--- src/hw/rtl/point_segment_distance_defines.svh ---
// assertion macros for the point to segment distance block
`ifndef POINT_SEGMENT_DISTANCE_DEFINES_SVH
`define POINT_SEGMENT_DISTANCE_DEFINES_SVH

// same-cycle implication, checked out of reset
`define PSD_ASSERT_IMP(lbl, ante, cons, msg) \
lbl: assert property (@(posedge clk) disable iff (!arst_n) (ante) |-> (cons)) \
	else $error(msg);

// next-cycle implication, checked out of reset
`define PSD_ASSERT_NXT(lbl, ante, cons, msg) \
lbl: assert property (@(posedge clk) disable iff (!arst_n) (ante) |=> (cons)) \
	else $error(msg);

`endif

--- src/hw/rtl/psd_pkg.sv ---
// shared types and constants for the point to segment distance block
package psd_pkg;

	localparam int COORD_BITS = 16;
	localparam int DIST_BITS  = 17;
	localparam int T_FRAC     = 16;

	localparam logic [DIST_BITS-1:0] DIST_MAX = 17'h1FFFF;
	localparam logic [T_FRAC:0]      T_ONE    = {1'b1, {T_FRAC{1'b0}}};

	typedef struct packed {
		logic signed [COORD_BITS-1:0] point_x;
		logic signed [COORD_BITS-1:0] point_y;
		logic signed [COORD_BITS-1:0] start_x;
		logic signed [COORD_BITS-1:0] start_y;
		logic signed [COORD_BITS-1:0] end_x;
		logic signed [COORD_BITS-1:0] end_y;
	} psd_in_t;

	typedef struct packed {
		logic [DIST_BITS-1:0] seg_distance;
		logic                 segment_degenerate;
	} psd_out_t;

	typedef struct packed {
		logic zero;
		logic one;
	} psd_clamp_t;

endpackage

--- src/hw/rtl/psd_div.sv ---
// pipelined restoring divider for the projection parameter, one quotient bit per stage
module psd_div import psd_pkg::*; #(
	parameter int L_W   = 2 * COORD_BITS + 1,
	parameter int TAG_W = 4 * (COORD_BITS + 1) + 1
) (
	input  logic             clk,
	input  logic             arst_n,
	input  logic             in_vld,
	input  logic [L_W-1:0]   l2,
	input  logic [L_W-1:0]   rem,
	input  psd_clamp_t       clamp,
	input  logic [TAG_W-1:0] tag,
	output logic             out_vld,
	output logic [T_FRAC:0]  t,
	output logic [TAG_W-1:0] out_tag
);

	logic             vld_s   [1:T_FRAC];
	logic [L_W-1:0]   l2_s    [1:T_FRAC];
	logic [L_W-1:0]   rem_s   [1:T_FRAC];
	logic [T_FRAC-1:0] q_s    [1:T_FRAC];
	psd_clamp_t       clamp_s [1:T_FRAC];
	logic [TAG_W-1:0] tag_s   [1:T_FRAC];

	for (genvar k = 0; k < T_FRAC; k++) begin : g_step
		logic             vld_c;
		logic [L_W-1:0]   l2_c;
		logic [L_W-1:0]   rem_c;
		logic [T_FRAC-1:0] q_c;
		psd_clamp_t       clamp_c;
		logic [TAG_W-1:0] tag_c;
		logic [L_W:0]     shl;
		logic [L_W:0]     dif;
		logic             ge;

		if (k == 0) begin : g_first
			assign vld_c   = in_vld;
			assign l2_c    = l2;
			assign rem_c   = rem;
			assign q_c     = '0;
			assign clamp_c = clamp;
			assign tag_c   = tag;
		end else begin : g_next
			assign vld_c   = vld_s[k];
			assign l2_c    = l2_s[k];
			assign rem_c   = rem_s[k];
			assign q_c     = q_s[k];
			assign clamp_c = clamp_s[k];
			assign tag_c   = tag_s[k];
		end

		always_comb begin
			shl = {rem_c, 1'b0};
			dif = shl - {1'b0, l2_c};
			ge  = shl >= {1'b0, l2_c};
		end

		always_ff @(posedge clk or negedge arst_n) begin
			if (!arst_n) begin
				vld_s[k+1] <= 1'b0;
			end else begin
				vld_s[k+1] <= vld_c;
			end
		end

		always_ff @(posedge clk) begin
			l2_s[k+1]    <= l2_c;
			rem_s[k+1]   <= ge ? dif[L_W-1:0] : shl[L_W-1:0];
			q_s[k+1]     <= {q_c[T_FRAC-2:0], ge};
			clamp_s[k+1] <= clamp_c;
			tag_s[k+1]   <= tag_c;
		end
	end

	assign out_vld = vld_s[T_FRAC];
	assign out_tag = tag_s[T_FRAC];

	always_comb begin
		priority if (clamp_s[T_FRAC].zero) begin
			t = '0;
		end else if (clamp_s[T_FRAC].one) begin
			t = T_ONE;
		end else begin
			t = {1'b0, q_s[T_FRAC]};
		end
	end

endmodule

--- config.mk ---
export PLATFORM = sky130hd
export DESIGN_NAME = psd_div
export DESIGN_NICKNAME = d
export VERILOG_FILES = /design/src/hw/rtl/point_segment_distance_defines.svh /design/src/hw/rtl/psd_pkg.sv /design/src/hw/rtl/psd_div.sv
export SDC_FILE = /design/constraint.sdc
export NUM_CORES = 2
export LEC_CHECK = 0
export BUFFER_PORTS_ARGS = -buffer_cell sky130_fd_sc_hd__buf_2
export CAP_MARGIN = 20
export CORE_ASPECT_RATIO = 0.7
export CORE_MARGIN = 2
export CORE_UTILIZATION = 35
export CTS_CLUSTER_SIZE = 30
export DETAILED_ROUTE_END_ITERATION = 8
export PLACE_DENSITY = 0.59
export SLEW_MARGIN = 40
export SYNTH_ARGS = -nofsm -noshare
export SYNTH_HDL_FRONTEND = slang
export SYNTH_SLANG_ARGS = --single-unit
--- constraint.sdc ---
create_clock -name clk -period 3.39 [get_ports clk]
set_clock_uncertainty 0.1 [all_clocks]
set_input_delay 0.339 -clock clk [delete_from_list [all_inputs] [get_ports clk]]
set_output_delay 0.339 -clock clk [all_outputs]
set_load 0.02 [all_outputs]
; ---- After elaboration in Yosys (flattened, before gate mapping)
; Memory sizes are Yosys's and may differ from the RTL's.
; Index checks and enable logic that the tools add are counted.
[word_totals]
ram_bits = 2448
mem_count = 5
out_inout_bits = 87
reg_bits = 16
[mem_list]
columns = name, words, word_bits, rd, rd_ports_with_merged_regs, wr, line
row1 = tag_s, 16, 69, 16, 0, 16, psd_div.sv:23  ; logic [TAG_W-1:0] tag_s [1:T_FRAC];
row2 = l2_s, 16, 33, 15, 0, 16, psd_div.sv:19  ; logic [L_W-1:0] l2_s [1:T_FRAC];
row3 = rem_s, 16, 33, 15, 0, 16, psd_div.sv:20  ; logic [L_W-1:0] rem_s [1:T_FRAC];
row4 = q_s, 16, 16, 16, 0, 16, psd_div.sv:21  ; logic [T_FRAC-1:0] q_s [1:T_FRAC];
row5 = clamp_s, 16, 2, 16, 0, 16, psd_div.sv:22  ; psd_clamp_t clamp_s [1:T_FRAC];
[op_classes]
muxes = 18
order_cmp = 16
addsub = 16
[op_table]
columns = operator, n
row1 = 34-bit by 33-bit >= comparator with 1-bit output, 16
row2 = 33-bit two-way mux, 16
row3 = 33-bit subtractor, 16
row4 = 17-bit two-way mux, 2

; ---- Logic depth before layout (Yosys ltp)
; An unclocked memory read counts as a cell.
[depth]
ltp_word = 3
mapped_depth = 16
ltp_nobuf = 14

; ---- Worst setup path after synthesis
; Ideal clock, no wire load.
[synth_path]
path_kind = flip-flop to flip-flop
startpoint = register, netlist name rem_s[0][462]
endpoint = register, netlist name rem_s[0][499]
path_buffers = 1
arrival_ns = 2.998
stages_incl_launch_ff = 14
setup_slack_ns = 0.172
setup_time_ns = 0.121
required_time_ns = 3.169
period_less_slack_ns = 3.218
cell_sequence = dfxtp_1 > inv_1 > fa_1 > nand2b_1 > a211oi_1 > o21ai_1 > a31oi_1 > o21ai_1 > a211oi_1 > a21o_1 > nand3_1 > nand2_1 > buf_2 > mux2_2

==> flow_metrics.env <==
export IMPL_clock_sinks=2278
export IMPL_irDropWorstVdd_v=0.000666
export IMPL_diodes=0
export IMPL_status="completed"
export IMPL_worst_skew_pair_late_latency_ns=0.88
export IMPL_max_freq_mhz=295
export IMPL_setup_viol=0
export IMPL_post_route_min_period_ns=3.39
export IMPL_totalPowerFinal_mw=101
export IMPL_grt_antenna_before_repair=7
export IMPL_transition_at_the_pin_with_the_smallest_max_transition_slack_ns=0.684
export IMPL_globalRouteMet1Util_pct=23.8
export IMPL_synth_edf_count=0
export IMPL_crit_required_ns=3.99
export IMPL_power_static_leakage_nw=44.1
export IMPL_antenna_left=0
export IMPL_grt_busiest_layer="met1"
export IMPL_p_per_area_nw_per_um2=1030
export IMPL_overflow=0
export IMPL_worst_path_clk_slew_ns=0.06
export IMPL_syn_cell_area_um2=78700
export IMPL_ys_seq_area_share_pct=58.0
export IMPL_min_path_type="in -> reg"
export IMPL_final_hold_viol_count=0
export IMPL_largest_net_degree_at_the_start_of_global_routing=62
export IMPL_detailroute_via_count=53600
export IMPL_die_x_um=571
export IMPL_grt_met3_usage_pct=3.19
export IMPL_postSynth_topFlopCell="dfxtp_1"
export IMPL_post_route_period_util_pct=99.9
export IMPL_initial_core_utilization_pct=35.3
export IMPL_start_kind="flop"
export IMPL_critical_path_peak_fanout=5
export IMPL_row_count=145
export IMPL_drc_violation_count_after_routing=0
export IMPL_tritoncts="done"
export IMPL_finalWeightedCongestion=0.929
export IMPL_first_iter_violations=3731
export IMPL_cp_arrival_ns=3.99
export IMPL_detail_route_wl_per_cell_um=15.8
export IMPL_netlist_instances=7293
export IMPL_gr_usage_all_layers_pct=15.2
export IMPL_finalWirelength_um=181000
export IMPL_clk_root_buffer_cell="clkbuf_16"
export IMPL_critPathCaptureType="flop"
export IMPL_area_growth_pct=24.0
export IMPL_dr_pass1_iters=5
export IMPL_grt_pass1_wl_um=280000
export IMPL_synthDistinctLibCells=85
export IMPL_hpwl_um=134000
export IMPL_number_of_buffers_added_on_ports=226
export IMPL_postSynthRegisterBits=2278
export IMPL_synthesis_nets=7975
export IMPL_drt_vias_per_instance=4.68
export IMPL_die_h_um=401
export IMPL_cts_htree_levels=4
export IMPL_final_hold_worst_slack_ns=0.0614
export IMPL_worst_slew_margin_rel_pct=53.9
export IMPL_fillCellCount=20900
export IMPL_cts_buffers_inserted=219
export IMPL_drv_max_cap_violation_count=0
export IMPL_fp_dieArea_um2=229000
export IMPL_use_met2_pct=20.6
export IMPL_core_area_um2=223000
export IMPL_synth_warning_count=0
export IMPL_fraction_of_layout_instances_using_a_drive_strength_above_1_pct=17.5
export IMPL_setup_worst_path_class="reg -> reg"
export IMPL_synth_async_reset_ratio_pct=0.702
export IMPL_post_synth_cell_area_avg_um2=10.8
export IMPL_setup_repair_after_global_routing_missed_its_margin="true"
export IMPL_final_max_slew_violation_count=0
export IMPL_ios=227
export IMPL_via_count_of_the_first_global_routing_pass=51300
export IMPL_nets=8939
export IMPL_cts_buffer_depth=4
power breakdown:
| part | internal (mW) | switching, mW | leakage (nW) |
|---|---|---|---|
| Combinational | 19.5 | 21.6 | 21.2 |
| Sequential | 32.0 | 2.74 | 19.3 |
| Clock | 14.7 | 10.3 | 3.70 |
final cells by class:
class	instances	area, um2	area share [%]
inverters	652	2450	2.51
multi-input cells	4210	30900	31.6
flip-flops and latches	2278	45700	46.8
well taps	3013	3770	3.86
repair buffers	896	7260	7.43
clock inverters	115	1400	1.44
clock buffers	286	6170	6.32
per-stage QoR:
| stage | TNS (ns) | setup slack, ns | utilization, % | cells | area [um2] |
|---|---|---|---|---|---|
| floorplan | 0 | 0.172 | - | 7293 | 78700 |
| global placement | -23.96 | -0.346 | 38.7 | 10800 | 86400 |
| detailed placement | -25.80 | -0.367 | 38.7 | 10800 | 86400 |
| CTS | 0 | 0.00325 | 43.1 | 11400 | 96300 |
| global route | -0.648 | -0.0949 | 43.7 | 11500 | 97600 |
| finish | 0 | 0.00259 | 43.7 | 11500 | 97600 |
synth_stat cells (all sizes together), types with 35 or more instances:
cell / instances / area (um2)
dfxtp: 2262 / 45300
inv: 652 / 2450
a21oi: 573 / 2870
ha: 527 / 6590
nand2: 389 / 1460
o21ai: 386 / 1950
nor2: 370 / 1390
a21o: 266 / 2000
xnor2: 266 / 2330
mux2: 211 / 2380
xor2: 159 / 1390
clkbuf: 113 / 425
nand4: 99 / 619
o21bai: 83 / 623
nand3: 78 / 390
nor2b: 75 / 469
o21a: 72 / 541
nand2b: 66 / 413
nor3: 58 / 290
a31oi: 56 / 350
and2: 51 / 319
a211oi: 48 / 383
buf: 40 / 224
and3: 38 / 238
o31ai: 35 / 263
worst paths after layout:
kind / start / end / slack (ns) / cells after the start
min: tag[39] / tag_s[0][108]$_DFF_P_ / 0.06 / 2
max: l2_s[0][364]$_DFF_P_ / rem_s[0][412]$_DFF_P_ / 0.003 / 14
max in group asynchronous: arst_n / g_step[1].vld_c$_DFF_PN0_ / 2.48 / 4
min in group asynchronous: arst_n / g_step[11].vld_c$_DFF_PN0_ / 0.46 / 4
max reg2reg: l2_s[0][364]$_DFF_P_ / rem_s[0][412]$_DFF_P_ / 0.003 / 14
min reg2reg: tag_s[0][96]$_DFF_P_ / tag_s[0][165]$_DFF_P_ / 0.16 / 0
sequential cells by signal, indices dropped and copies added, names as in the netlist:
| name | count |
|---|---|
| g_step.vld_c | 15 |
| clamp_s | 32 |
| tag_s | 1104 |
| l2_s | 495 |
| out_vld | 1 |
| rem_s | 495 |
| q_s | 136 |
routing by layer:
layer | routed length (um) | vias to the layer above
met5 | 0 | -
met4 | 3690 | 0
met3 | 14100 | 273
met2 | 67800 | 1517
met1 | 95500 | 25000
li1 | - | 26800
timing repair:
item,in CTS,in global routing
cloned,1,12
buffers inserted,10,32
hold buffers,203,1
pin swaps,10,71
resized for setup,35,178
endpoints found under the setup margin,200,378
endpoints found under the hold margin,155,16
kinds of logic after synthesis:
kind of cell / share of synthesized area [%]
multiplexers: 3.07
buffers and inverters: 3.93
flip-flops: 58.0
AO/OA/AOI/OAI: 13.5
XOR/XNOR: 4.73
adder cells (fa/ha/maj): 8.75
AND/OR/NAND/NOR: 8.03
worst max-delay path, stage by stage, from the launching register on:
cell and delay [ns]:
dfxtp_2 0.31, buf_4 0.13, fa_2 0.36, nor2b_2 0.12
o21ai_1 0.06, nand2b_1 0.13, a2111oi_2 0.08, buf_4 0.16
o41a_1 0.47, a21o_1 0.25, o21a_2 0.26, o21ai_4 0.15
buf_4 0.21, clkbuf_16 0.17, mux2_2 0.32
layout by cell type, fill, tap and decap left out, types with 55 or more instances in the layout:
master / count
dfxtp_1: 2244
inv_1: 646
a21oi_1: 553
ha_1: 520
buf_4: 419
nand2_1: 387
nor2_1: 365
o21ai_0: 344
a21o_1: 266
xnor2_1: 266
clkbuf_16: 230
buf_2: 227
mux2_2: 204
dlygate4sd3_1: 203
xor2_1: 159
nand4_1: 99
o21bai_1: 83
nand3_1: 76
nor2b_1: 70
o21a_1: 69
nand2b_1: 65
nor3_1: 55
No activity file was read; power rests on OpenSTA's default activity.
