===== config.mk =====
export PLATFORM = sky130hd
export DESIGN_NAME = psd_sqrt
export DESIGN_NICKNAME = d
export VERILOG_FILES = /design/src/hw/rtl/point_segment_distance_defines.svh /design/src/hw/rtl/psd_pkg.sv /design/src/hw/rtl/psd_sqrt.sv
export SDC_FILE = /design/constraint.sdc
export NUM_CORES = 1
export LEC_CHECK = 0
export BUFFER_PORTS_ARGS = -buffer_cell sky130_fd_sc_hd__buf_2
export CAP_MARGIN = 20
export CORE_AREA = 2 2 232 234
export CTS_CLUSTER_DIAMETER = 200
export CTS_CLUSTER_SIZE = 20
export DETAILED_ROUTE_END_ITERATION = 8
export DIE_AREA = 0 0 234 236
export PLACE_DENSITY = 0.76
export SLEW_MARGIN = 25
export SYNTH_ARGS = -nofsm -noshare
export SYNTH_HDL_FRONTEND = slang
export SYNTH_SLANG_ARGS = --single-unit

===== constraint.sdc =====
create_clock -name clk -period 3.48 [get_ports clk]
set_input_delay 0.522 -clock clk [delete_from_list [all_inputs] [get_ports clk]]
set_output_delay 0.522 -clock clk [all_outputs]
set_load 0.1 [all_outputs]

===== src/hw/rtl/point_segment_distance_defines.svh =====
// assertion macros for the point to segment distance block
`ifndef POINT_SEGMENT_DISTANCE_DEFINES_SVH
`define POINT_SEGMENT_DISTANCE_DEFINES_SVH

// same-cycle implication, checked out of reset
`define PSD_ASSERT_IMP(lbl, ante, cons, msg) \
lbl: assert property (@(posedge clk) disable iff (!arst_n) (ante) |-> (cons)) \
	else $error(msg);

// next-cycle implication, checked out of reset
`define PSD_ASSERT_NXT(lbl, ante, cons, msg) \
lbl: assert property (@(posedge clk) disable iff (!arst_n) (ante) |=> (cons)) \
	else $error(msg);

`endif


===== src/hw/rtl/psd_pkg.sv =====
// shared types and constants for the point to segment distance block
package psd_pkg;

	localparam int COORD_BITS = 16;
	localparam int DIST_BITS  = 17;
	localparam int T_FRAC     = 16;

	localparam logic [DIST_BITS-1:0] DIST_MAX = 17'h1FFFF;
	localparam logic [T_FRAC:0]      T_ONE    = {1'b1, {T_FRAC{1'b0}}};

	typedef struct packed {
		logic signed [COORD_BITS-1:0] point_x;
		logic signed [COORD_BITS-1:0] point_y;
		logic signed [COORD_BITS-1:0] start_x;
		logic signed [COORD_BITS-1:0] start_y;
		logic signed [COORD_BITS-1:0] end_x;
		logic signed [COORD_BITS-1:0] end_y;
	} psd_in_t;

	typedef struct packed {
		logic [DIST_BITS-1:0] seg_distance;
		logic                 segment_degenerate;
	} psd_out_t;

	typedef struct packed {
		logic zero;
		logic one;
	} psd_clamp_t;

endpackage


===== src/hw/rtl/psd_sqrt.sv =====
// pipelined integer square root, one root bit per stage, floored
module psd_sqrt import psd_pkg::*; #(
	parameter int N_W   = 2 * (COORD_BITS + 2) + 1,
	parameter int TAG_W = 1,
	parameter int R_W   = (N_W + 1) / 2
) (
	input  logic             clk,
	input  logic             arst_n,
	input  logic             in_vld,
	input  logic [N_W-1:0]   radicand,
	input  logic [TAG_W-1:0] tag,
	output logic             out_vld,
	output logic [R_W-1:0]   root,
	output logic [TAG_W-1:0] out_tag
);

	localparam int RAD_W = 2 * R_W;
	localparam int REM_W = R_W + 2;

	logic             vld_s  [1:R_W];
	logic [RAD_W-1:0] rad_s  [1:R_W];
	logic [REM_W-1:0] rem_s  [1:R_W];
	logic [R_W-1:0]   root_s [1:R_W];
	logic [TAG_W-1:0] tag_s  [1:R_W];

	for (genvar k = 0; k < R_W; k++) begin : g_step
		logic             vld_c;
		logic [RAD_W-1:0] rad_c;
		logic [REM_W-1:0] rem_c;
		logic [R_W-1:0]   root_c;
		logic [TAG_W-1:0] tag_c;
		logic [REM_W-1:0] raw;
		logic [REM_W-1:0] trial;
		logic             ge;

		if (k == 0) begin : g_first
			assign vld_c  = in_vld;
			assign rad_c  = RAD_W'(radicand);
			assign rem_c  = '0;
			assign root_c = '0;
			assign tag_c  = tag;
		end else begin : g_next
			assign vld_c  = vld_s[k];
			assign rad_c  = rad_s[k];
			assign rem_c  = rem_s[k];
			assign root_c = root_s[k];
			assign tag_c  = tag_s[k];
		end

		// bring down the next two radicand bits and try root*4+1
		always_comb begin
			raw   = {rem_c[REM_W-3:0], rad_c[RAD_W-1 -: 2]};
			trial = {root_c, 2'b01};
			ge    = raw >= trial;
		end

		always_ff @(posedge clk or negedge arst_n) begin
			if (!arst_n) begin
				vld_s[k+1] <= 1'b0;
			end else begin
				vld_s[k+1] <= vld_c;
			end
		end

		always_ff @(posedge clk) begin
			rad_s[k+1]  <= {rad_c[RAD_W-3:0], 2'b00};
			rem_s[k+1]  <= ge ? (raw - trial) : raw;
			root_s[k+1] <= {root_c[R_W-2:0], ge};
			tag_s[k+1]  <= tag_c;
		end
	end

	assign out_vld = vld_s[R_W];
	assign root    = root_s[R_W];
	assign out_tag = tag_s[R_W];

endmodule


Yosys cells after proc, flatten, opt, wreduce, memory -nomap -nowiden
Memories as Yosys holds them, arrays and structs flattened.
Cells that the tools add are included.
{"block": "word_totals", "out_inout_bits": 21, "n_memories": 4, "ram_bits": 1463, "input_bits": 41, "reg_bits": 19, "elab_cells": 80}
{"block": "classes", "mux": 19, "add_sub_neg": 19, "n_lt_le_gt_ge": 19}
{"memory": "rad_s", "words": 19, "word_bits": 36, "rd": 18, "rd_clocked_by_memory_dff": 0, "write_ports": 19, "line_no": "psd_sqrt.sv:21", "rtl": "logic [RAD_W-1:0] rad_s [1:R_W];"}
{"memory": "rem_s", "words": 19, "word_bits": 21, "rd": 18, "rd_clocked_by_memory_dff": 0, "write_ports": 19, "line_no": "psd_sqrt.sv:22", "rtl": "logic [REM_W-1:0] rem_s [1:R_W];"}
{"memory": "root_s", "words": 19, "word_bits": 19, "rd": 19, "rd_clocked_by_memory_dff": 0, "write_ports": 19, "line_no": "psd_sqrt.sv:23", "rtl": "logic [R_W-1:0] root_s [1:R_W];"}
{"memory": "tag_s", "words": 19, "word_bits": 1, "rd": 19, "rd_clocked_by_memory_dff": 0, "write_ports": 19, "line_no": "psd_sqrt.sv:24", "rtl": "logic [TAG_W-1:0] tag_s [1:R_W];"}
{"operator": "two-way mux 21 bit", "n": 19}
{"operator": ">= comparator 21 bit", "n": 18}
{"operator": "subtractor 21 bit", "n": 18}
{"operator": "subtractor 1 x 1 -> 2 bit (second input constant)", "n": 1}
{"operator": ">= comparator 1 bit (second input constant)", "n": 1}

Depth between registers and ports, before layout
Gate-level depths: netlist of the first run.
An unclocked memory read counts as a cell.
{"block": "logic_depth", "word_depth": 3, "depth_mapped": 12, "depth_no_buf": 10}

Worst setup path after synthesis of the first run
OpenSTA, ideal clock, no wires.
{"block": "synth_timing", "path_type": "register -> register", "from": "register root_s[0][310] (netlist name)", "to": "register rem_s[0][375] (netlist name)", "setup_time_ps": 143, "n_path_buf": 2, "period_less_slack_ps": 2563, "slack_ps": 917, "arrival_ps": 2420, "stages_incl_launch_ff": 11, "t_required_ps": 3337, "cell_sequence": "dfxtp_1 > inv_1 > ha_1 > clkbuf_1 > nand2_1 > or4_1 > o21a_1 > and3_1 > clkbuf_1 > a2111oi_0 > xor2_1"}

==> flow_metrics.env, run 1 <==
export IMPL_num_vias=20800
export IMPL_cts_sinks=884
export IMPL_synth_area_per_cell_um2=10.4
export IMPL_relSlewSlack=0.483
export IMPL_routed_wl_mm=58.6
export IMPL_instances_no_fill=3850
export IMPL_cts_resized=0
export IMPL_netlist_cell_type_count=79
export IMPL_ant_nets=0
export IMPL_rows=85
export IMPL_synth_edf_count=0
export IMPL_yosysTopAreaCell="dfxtp_1"
export IMPL_arrival_ps=3830
export IMPL_cp_max_fo=23
export IMPL_synthArstFlopShare=0.0215
export IMPL_cp_required_ps=4050
export IMPL_synth_area_leaders="dfxtp_1 (55%), ha_1 (8.3%), xnor2_1 (3.3%), inv_1 (3.1%), xor2_1 (3.0%)"
export IMPL_setup_violations=0
export IMPL_cts_tree="yes"
export IMPL_start_util=0.592
export IMPL_switching_share=0.300
export IMPL_io_buffer_count=61
export IMPL_grt_pass1_vias=20600
export IMPL_antenna_found_initial=1
export IMPL_grt_overflow=0
export IMPL_clk_transition_reported_paths_ps=80
export IMPL_r2r_end="rem_s[0][381]"
export IMPL_io_pins=62
export IMPL_yosys_most_used_dff="dfxtp_1"
export IMPL_maxCapViolCount=0
export IMPL_finalSetupTns_ps=0
export IMPL_p_leak_nw=16.0
export IMPL_gp_congestion=0.906
export IMPL_synthesis_area_um2=31400
export IMPL_fill_cells=4132
export IMPL_cp_end_kind="flip-flop"
export IMPL_power_frac_clock=0.240
export IMPL_hold_path_class="flip-flop to flip-flop"
export IMPL_r2r_start="root_s[0][339]"
export IMPL_worst_slack_ps=221
export IMPL_rr_worst_depth=10
export IMPL_insertion_delay_ps=630
export IMPL_dp_cells=3750
export IMPL_holdBufCountCts=39
export IMPL_power_frac_comb=0.219
export IMPL_irDropWorstVdd_mv=0.481
export IMPL_syn_num_nets=3274
export IMPL_finalHoldViolCount=0
export IMPL_critPathKind="flip-flop to flip-flop"
export IMPL_area_growth_syn_to_layout_pct=9.26
export IMPL_syn_inst=3025
export IMPL_power_per_cell_area_nw_per_um2=694
export IMPL_dp_hpwl_mm=44.0
export IMPL_status="completed"
export IMPL_r2r_slack_ps=220
export IMPL_period_minus_slack_ps=3260
export IMPL_die_width_um=234
export IMPL_first_iter_violations=1332
export IMPL_post_cts_buffers=0
export IMPL_drt_vias_per_instance=5.41
export IMPL_drc_errors=0
export IMPL_design_core_area_um2=53100
export IMPL_endpoint="rem_s[0][381]"
export IMPL_die_h_um=236
export IMPL_cp_startpoint="root_s[0][339]"
export IMPL_max_freq_mhz=307
export IMPL_ys_ff_latch=884
export IMPL_fin_crit_sh=0.937
export IMPL_grt_setup_unrepaired="false"
export IMPL_pre_cts_ws_ps=338
export IMPL_grt_max_degree=34
export IMPL_switchingPower_mw=7.16
export IMPL_drv_slew=0
export IMPL_grtUsageTotal=0.213
export IMPL_start_kind="flip-flop"
export IMPL_dr_pass1_iters=5
export IMPL_synth_warnings=0
export IMPL_synth_top_area_share=0.551
export IMPL_yosysSeqAreaShare=0.566
export IMPL_dieArea_um2=55200
export IMPL_cts_root_buffer="clkbuf_16"
export IMPL_cts_max_path_buffers=3
export IMPL_grt_first_pass_wirelength_mm=97.0
export IMPL_worst_pin_slew_ps=766
export IMPL_finClkSkew_ps=34.5
export IMPL_drive_above_1_share=0.0593
export IMPL_cts_made_buffers=50
export IMPL_fin_nets=3395
export IMPL_htree_num_levels=2
export IMPL_seqPwrFrac=0.541
export IMPL_internal_power_mw=16.7
export IMPL_wire_per_inst_um=15.2
==> critical path: stages (launching register included) <==
cell and delay, ps:
dfxtp_1 330, inv_1 40, ha_1 360, nor4bb_1 530, nand2_1 150, o41ai_1 770, a21oi_1 130, o31a_1 270
buf_4 260, a211oi_1 240, a21o_1 110
==> stage by stage <==
stage / util / hold WS, ps / total power, mW / instance area [um2]
2_1_floorplan: - / 226 / 16.9 / 31400
5_1_grt: 0.647 / 302 / 25.2 / 34300
6_report: 0.647 / 300 / 23.8 / 34300
3_3_place_gp: 0.614 / 309 / 18.1 / 32600
3_5_place_dp: 0.614 / 312 / 18.3 / 32600
4_1_cts: 0.647 / 0.870 / 24.0 / 34300
==> how the worst min path moves through the flow <==
| stage | from | end | slack (ps) | cells after the start |
|---|---|---|---|---|
| 6_report | rad_s[5][31] | rad_s[5][69] | 300 | 0 |
| 5_1_grt | rad_s[5][31] | rad_s[5][69] | 300 | 0 |
| 3_3_place_gp | tag_s[0][11] | tag_s[0][12] | 310 | 0 |
| 4_1_cts | radicand[10] | rad_s[0][46] | 0.9 | 1 |
| 2_1_floorplan | arst_n | g_step[10].vld_c | 230 | 0 |
| 3_5_place_dp | rad_s[4][61] | rad_s[5][27] | 310 | 0 |
==> cell usage in the layout, fill, tap and decap left out, types with 19 or more instances in the layout <==
master | Yosys | routed
dfxtp_1 | 865 | 865
inv_1 | 261 | 261
nand2_1 | 223 | 223
ha_1 | 208 | 208
o21ai_0 | 182 | 182
nor2_1 | 168 | 168
a21oi_1 | 166 | 166
xnor2_1 | 119 | 119
xor2_1 | 108 | 108
nor3_1 | 78 | 78
buf_2 | 4 | 61
clkbuf_16 | 0 | 50
nand3_1 | 49 | 49
a21o_1 | 43 | 43
dlygate4sd3_1 | 0 | 40
nand2b_1 | 36 | 36
o21a_1 | 35 | 35
nand4_1 | 32 | 32
mux2_2 | 31 | 31
nor4_1 | 29 | 29
a211oi_1 | 28 | 28
or3_1 | 26 | 26
o21bai_1 | 24 | 24
a31oi_1 | 19 | 19
dfrtp_1 | 19 | 19
buf_4 | 0 | 19
==> registers in the layout, indices dropped and copies added (netlist names) <==
| name | flops |
|---|---|
| g_step.vld_c | 18 |
| out_vld | 1 |
| rad_s | 342 |
| rem_s | 314 |
| root_s | 190 |
| tag_s | 19 |
==> per-layer routing <==
layer,track usage,vias to the layer above,share of wire
li1,-,10500,-
met1,0.270,9768,0.44
met2,0.369,439,0.49
met3,0.0352,106,0.046
met4,0.0625,0,0.024
met5,0,-,0
==> cell usage after synthesis (35+ instances only) <==
library cell	count
dfxtp_1	865
inv_1	261
nand2_1	223
ha_1	208
o21ai_0	182
nor2_1	168
a21oi_1	166
xnor2_1	119
xor2_1	108
nor3_1	78
nand3_1	49
a21o_1	43
clkbuf_1	43
nand2b_1	36
o21a_1	35
==> power by group through the flow <==
stage          sequential (mW)  combinational, mW  clock [mW]
6_report                  12.9               5.21        5.73
5_1_grt                   13.1               5.84        6.28
4_1_cts                   12.9               5.19        5.89
3_5_place_dp              13.1               5.12           0
3_3_place_gp              13.1               4.95           0
2_1_floorplan             12.9               3.97           0
==> cells by family (layout without fill, tap and decap cells) <==
family | count (synthesis) | after routing | share of synthesized area
adders and majority gates | 208 | 208 | 0.0828
DFF | 884 | 884 | 0.566
buffers and inverters | 314 | 442 | 0.0377
and+or+nand+nor | 737 | 737 | 0.115
AOI/OAI and AO/OA | 613 | 613 | 0.121
other | 1 | 2 | 0.000119
muxes | 41 | 41 | 0.0143
xor gates and xnor gates | 227 | 227 | 0.0632
==> final cells by class <==
| type | instances | area (um2) | area share |
|---|---|---|---|
| Sequential cell | 884 | 17800 | 0.518 |
| Tap cell | 696 | 871 | 0.0254 |
| Clock inverter | 4 | 92.6 | 0.00270 |
| Multi-Input combinational cell | 1827 | 12500 | 0.363 |
| Antenna cell | 1 | 2.50 | 0.0000729 |
| Clock buffer | 55 | 1270 | 0.0370 |
| Inverter | 262 | 983 | 0.0286 |
| Timing Repair Buffer | 121 | 868 | 0.0253 |
(Power assumes the default switching activity.)
==> run 2: changes to the inputs <==
- BUFFER_PORTS_ARGS: -buffer_cell sky130_fd_sc_hd__buf_2 -> default
- DONT_BUFFER_PORTS: default -> 1
- PLACE_DENSITY: 0.76 -> 0.75
==> flow_metrics.env, run 2 (synthesized netlist as in run 1, its figures left out) <==
export IMPL_cts_made_buffers=50
export IMPL_regArea_um2=17800
export IMPL_topRoutingLayerUsed="met5"
export IMPL_num_vias=20700
export IMPL_worst_slack_ps=438
export IMPL_setup_violations=0
export IMPL_cts_resized=0
export IMPL_gp_congestion=0.877
export IMPL_dr_pass1_iters=5
export IMPL_grtUsageTotal=0.214
export IMPL_max_freq_mhz=329
export IMPL_area_growth_syn_to_layout_pct=8.26
export IMPL_wire_per_inst_um=15.3
export IMPL_maxCapViolCount=0
export IMPL_ant_nets=0
export IMPL_clk_transition_reported_paths_ps=80
export IMPL_hold_path_depth=0
export IMPL_critPathKind="flip-flop to flip-flop"
export IMPL_rr_worst_depth=11
export IMPL_drive_above_1_share=0.0417
export IMPL_period_minus_slack_ps=3040
export IMPL_wl_met2_mm=27.7
export IMPL_pre_cts_ws_ps=536
export IMPL_rows=85
export IMPL_finalHoldViolCount=0
export IMPL_irDropWorstVdd_mv=0.546
export IMPL_antenna_found_initial=3
export IMPL_r2r_start="root_s[0][339]"
export IMPL_drc_errors=0
export IMPL_io_pins=62
export IMPL_start_kind="flip-flop"
export IMPL_dp_hpwl_mm=44.1
export IMPL_worst_pin_slew_ps=982
export IMPL_finalSetupTns_ps=0
export IMPL_grt_setup_unrepaired="false"
export IMPL_grt_pass1_vias=20600
export IMPL_io_buffer_count=0
export IMPL_p_leak_nw=15.8
export IMPL_hold_path_class="flip-flop to flip-flop"
export IMPL_top_register="rad_s"
export IMPL_insertion_delay_ps=610
export IMPL_mostFrequentLayoutCells="dfxtp_1 (865), inv_1 (261), nand2_1 (223)"
export IMPL_cp_max_fo=25
export IMPL_cts_max_path_buffers=3
export IMPL_r2r_slack_ps=440
export IMPL_layout_commonest_cell="dfxtp_1"
export IMPL_relSlewSlack=0.328
export IMPL_die_width_um=234
export IMPL_start_util=0.592
export IMPL_htree_num_levels=2
export IMPL_arrival_ps=3610
export IMPL_cts_root_buffer="clkbuf_16"
export IMPL_cts_sinks=884
export IMPL_design_core_area_um2=53100
export IMPL_grt_overflow=0
export IMPL_routed_wl_mm=58.1
export IMPL_drt_vias_per_instance=5.45
export IMPL_cp_required_ps=4050
export IMPL_cp_end_kind="flip-flop"
export IMPL_cts_tree="yes"
export IMPL_drv_slew=0
export IMPL_dr_wl_met3_mm=2.82
export IMPL_first_iter_violations=1300
export IMPL_final_core_util=0.641
export IMPL_fill_cells=4202
export IMPL_multiInputGateArea_um2=12500
export IMPL_cp_startpoint="root_s[0][339]"
export IMPL_wl_met1_mm=25.9
export IMPL_status="completed"
export IMPL_grt_first_pass_wirelength_mm=97.5
export IMPL_fin_crit_sh=0.874
export IMPL_dieArea_um2=55200
export IMPL_die_h_um=236
export IMPL_min_delay_start="rad_s[2][29]"
export IMPL_finClkSkew_ps=15.4
export IMPL_power_per_cell_area_nw_per_um2=699
export IMPL_fin_nets=3337
export IMPL_largest_reg_flops=342
export IMPL_grt_max_degree=34
export IMPL_top_regs="rad_s (342), rem_s (314), root_s (190)"
-- run 2: cell count changes in the layout (fill, tap and decap cells not counted) --
cell / delta
clkinv_8: -1
buf_12: -1
a2111oi_0: +1
inv_6: +1
buf_2: -61
buf_4: +4
inv_16: +1
clkinv_16: -1
a2111oi_1: -1
-- run 2: worst paths after layout --
check,to
setup / recovery,rem_s[0][381]
hold / removal,rad_s[2][67]
setup reg to reg,rem_s[0][381]
hold reg to reg,rad_s[2][67]
max in group asynchronous,g_step[13].vld_c
min in group asynchronous,g_step[15].vld_c
-- run 2: routing by layer --
layer / vias to the layer above / GRT usage
li1: 10400 / -
met2: 456 / 0.361
met4: 2 / 0.0713
met3: 130 / 0.0382
met5: - / 0
met1: 9670 / 0.275
-- run 2: through the flow --
stage | cell area [um2] | hold slack, ps | total power, mW | instances
after floorplan | 31400 | 226 | 16.9 | 3025
after global placement | 32300 | 227 | 18.0 | 3692
after detailed placement | 32300 | 227 | 18.2 | 3692
after CTS | 34000 | 315 | 24.0 | 3791
after global routing | 34000 | 322 | 25.2 | 3792
final | 34000 | 313 | 23.8 | 3792
-- run 2: final cells by class --
cell class / instances / share of cell area
Inverter: 262 / 0.0289
Timing Repair Buffer: 63 / 0.0168
Clock inverter: 4 / 0.00221
Multi-Input combinational cell: 1827 / 0.366
Sequential cell: 884 / 0.523
Clock buffer: 55 / 0.0373
Tap cell: 696 / 0.0256
Antenna cell: 1 / 0.0000735
-- run 2: report_power, final --
part	internal, mW	leakage [nW]	switching [mW]
logic	2.25	7.64	2.74
registers	11.8	7.47	1.31
clock network	2.62	0.655	3.08
total	16.7	15.8	7.13
-- run 2: critical path: stages (launching register included) --
cell      delay, ps
dfxtp_1         330
inv_1            40
ha_1            350
nor4bb_1        320
buf_4           180
nand2_1          70
o41ai_1         740
a21oi_1         120
o31a_1          240
buf_4           250
a211oi_1        230
a21o_1          100
-- run 2: timing repair --
item | 4_1_cts | 5_1_grt
hold buffers | 40 | 0
endpoints found under the hold margin | 58 | 0
setup buffers | 0 | 0
==> run 3: changes to the inputs <==
- PLACE_DENSITY: 0.75 -> default
- PLACE_DENSITY_LB_ADDON: default -> 0.3
==> flow_metrics.env, run 3 (synthesized netlist as in run 1, its figures left out) <==
export IMPL_finalHoldViolCount=0
export IMPL_grt_busiest_layer="met2"
export IMPL_fin_nets=3334
export IMPL_instances_no_fill=3786
export IMPL_critPathKind="flip-flop to flip-flop"
export IMPL_setup_violations=0
export IMPL_cts_sinks=884
export IMPL_multiInputGateArea_um2=12500
export IMPL_use_met3=0.0297
export IMPL_worst_pin_slew_ps=945
export IMPL_dieArea_um2=55200
export IMPL_io_buffer_count=0
export IMPL_dp_cells=3689
export IMPL_finClkSkew_ps=28.8
export IMPL_endpoint="rem_s[0][381]"
export IMPL_rr_worst_depth=10
export IMPL_antenna_found_initial=0
export IMPL_irDropWorstVdd_mv=0.600
export IMPL_cp_required_ps=4040
export IMPL_grt_overflow=0
export IMPL_p_leak_nw=15.7
export IMPL_fin_crit_sh=0.914
export IMPL_r2r_start="root_s[0][339]"
export IMPL_htree_num_levels=2
export IMPL_cp_startpoint="root_s[0][339]"
export IMPL_fin_area_um2=34000
export IMPL_top_register="rad_s"
export IMPL_hold_path_class="flip-flop to flip-flop"
export IMPL_grt_use_met1=0.274
export IMPL_rows=85
export IMPL_grt_first_pass_wirelength_mm=96.3
export IMPL_drv_slew=0
export IMPL_gr_usage_met2=0.364
export IMPL_grt_setup_unrepaired="false"
export IMPL_arrival_ps=3740
export IMPL_cts_made_buffers=50
export IMPL_hold_path_depth=0
export IMPL_drc_errors=0
export IMPL_start_util=0.592
export IMPL_num_vias=20500
export IMPL_die_h_um=236
export IMPL_grtUsageTotal=0.212
export IMPL_antenna_cells=0
export IMPL_area_growth_syn_to_layout_pct=8.18
export IMPL_power_per_cell_area_nw_per_um2=699
export IMPL_dp_hpwl_mm=43.9
export IMPL_cts_root_buffer="clkbuf_16"
export IMPL_top_regs="rad_s (342), rem_s (314), root_s (190)"
export IMPL_routed_wl_mm=58.1
export IMPL_r2r_slack_ps=300
export IMPL_cp_end_kind="flip-flop"
export IMPL_mostFrequentLayoutCells="dfxtp_1 (865), inv_1 (261), nand2_1 (223)"
export IMPL_largest_reg_flops=342
export IMPL_clk_transition_reported_paths_ps=80
export IMPL_design_core_area_um2=53100
export IMPL_fill_cells=4124
export IMPL_grt_max_degree=34
export IMPL_status="completed"
export IMPL_cp_max_fo=23
export IMPL_period_minus_slack_ps=3180
export IMPL_cts_max_path_buffers=3
export IMPL_pre_cts_ws_ps=355
export IMPL_cts_tree="yes"
export IMPL_max_freq_mhz=314
export IMPL_cts_resized=0
export IMPL_worst_slack_ps=298
export IMPL_post_dp_cell_area_um2=32300
export IMPL_finalSetupTns_ps=0
export IMPL_maxCapViolCount=0
export IMPL_drive_above_1_share=0.0405
export IMPL_grt_pass1_vias=20300
export IMPL_start_kind="flip-flop"
export IMPL_ant_nets=0
export IMPL_io_pins=62
export IMPL_gp_congestion=0.918
export IMPL_post_cts_buffers=0
export IMPL_wire_per_inst_um=15.3
export IMPL_regArea_um2=17800
export IMPL_insertion_delay_ps=630
export IMPL_dr_pass1_iters=5
export IMPL_layout_commonest_cell="dfxtp_1"
export IMPL_drt_vias_per_instance=5.42
export IMPL_first_iter_violations=1194
export IMPL_r2r_end="rem_s[0][381]"
export IMPL_die_width_um=234
export IMPL_relSlewSlack=0.369
[run 3: cell types whose count changed in the layout (fill, tap and decap cells not counted), sizes merged]
cell	change
clkbuf	-1
diode	-1
inv	-2
clkinv	+1
buf	-3
[run 3: worst max-delay path, cell delays in order (launching register included)]
cell      delay, ps
dfxtp_1         330
inv_1            40
ha_1            360
nor4bb_1        540
nand2_1         140
o41ai_1         700
a21oi_1         130
o31a_1          280
buf_4           270
a211oi_1        240
a21o_1          110
[run 3: how the worst min path moves through the flow]
stage	startpoint	end	slack (ps)
after floorplan	arst_n	g_step[10].vld_c	230
after global placement	arst_n	out_vld	230
after detailed placement	arst_n	out_vld	230
after CTS	rad_s[6][65]	rad_s[7][31]	300
after global routing	rad_s[6][60]	rad_s[7][26]	310
final	rad_s[6][65]	rad_s[7][31]	310
[run 3: through the flow]
step / utilization / total power [mW] / hold WS [ps]
final: 0.641 / 23.8 / 306
after global routing: 0.641 / 25.1 / 311
after CTS: 0.641 / 23.9 / 301
after detailed placement: 0.608 / 18.2 / 227
after global placement: 0.608 / 18.0 / 227
after floorplan: - / 16.9 / 226
[run 3: metal layers]
| metal | vias up | routed length, um |
|---|---|---|
| met5 | - | 0 |
| met4 | 0 | 1460 |
| li1 | 10400 | - |
| met3 | 102 | 2490 |
| met2 | 484 | 27800 |
| met1 | 9539 | 26400 |
[run 3: final cells by class]
cell class	count	area share
clock inverter	3	0.00224
sequential	884	0.523
tap	696	0.0256
multi-input combinational	1827	0.367
inverter	262	0.0289
timing repair buffer	60	0.0162
clock buffer	54	0.0372
[run 3: repair_timing]
item,4_1_cts,5_1_grt
hold buffers,40,0
setup endpoints to repair,0,0
hold endpoints to repair,58,0
[run 3: power breakdown]
part	leakage, nW	internal, mW	switching, mW
registers	7.47	11.8	1.31
clock network	0.651	2.61	3.08
logic	7.62	2.25	2.74
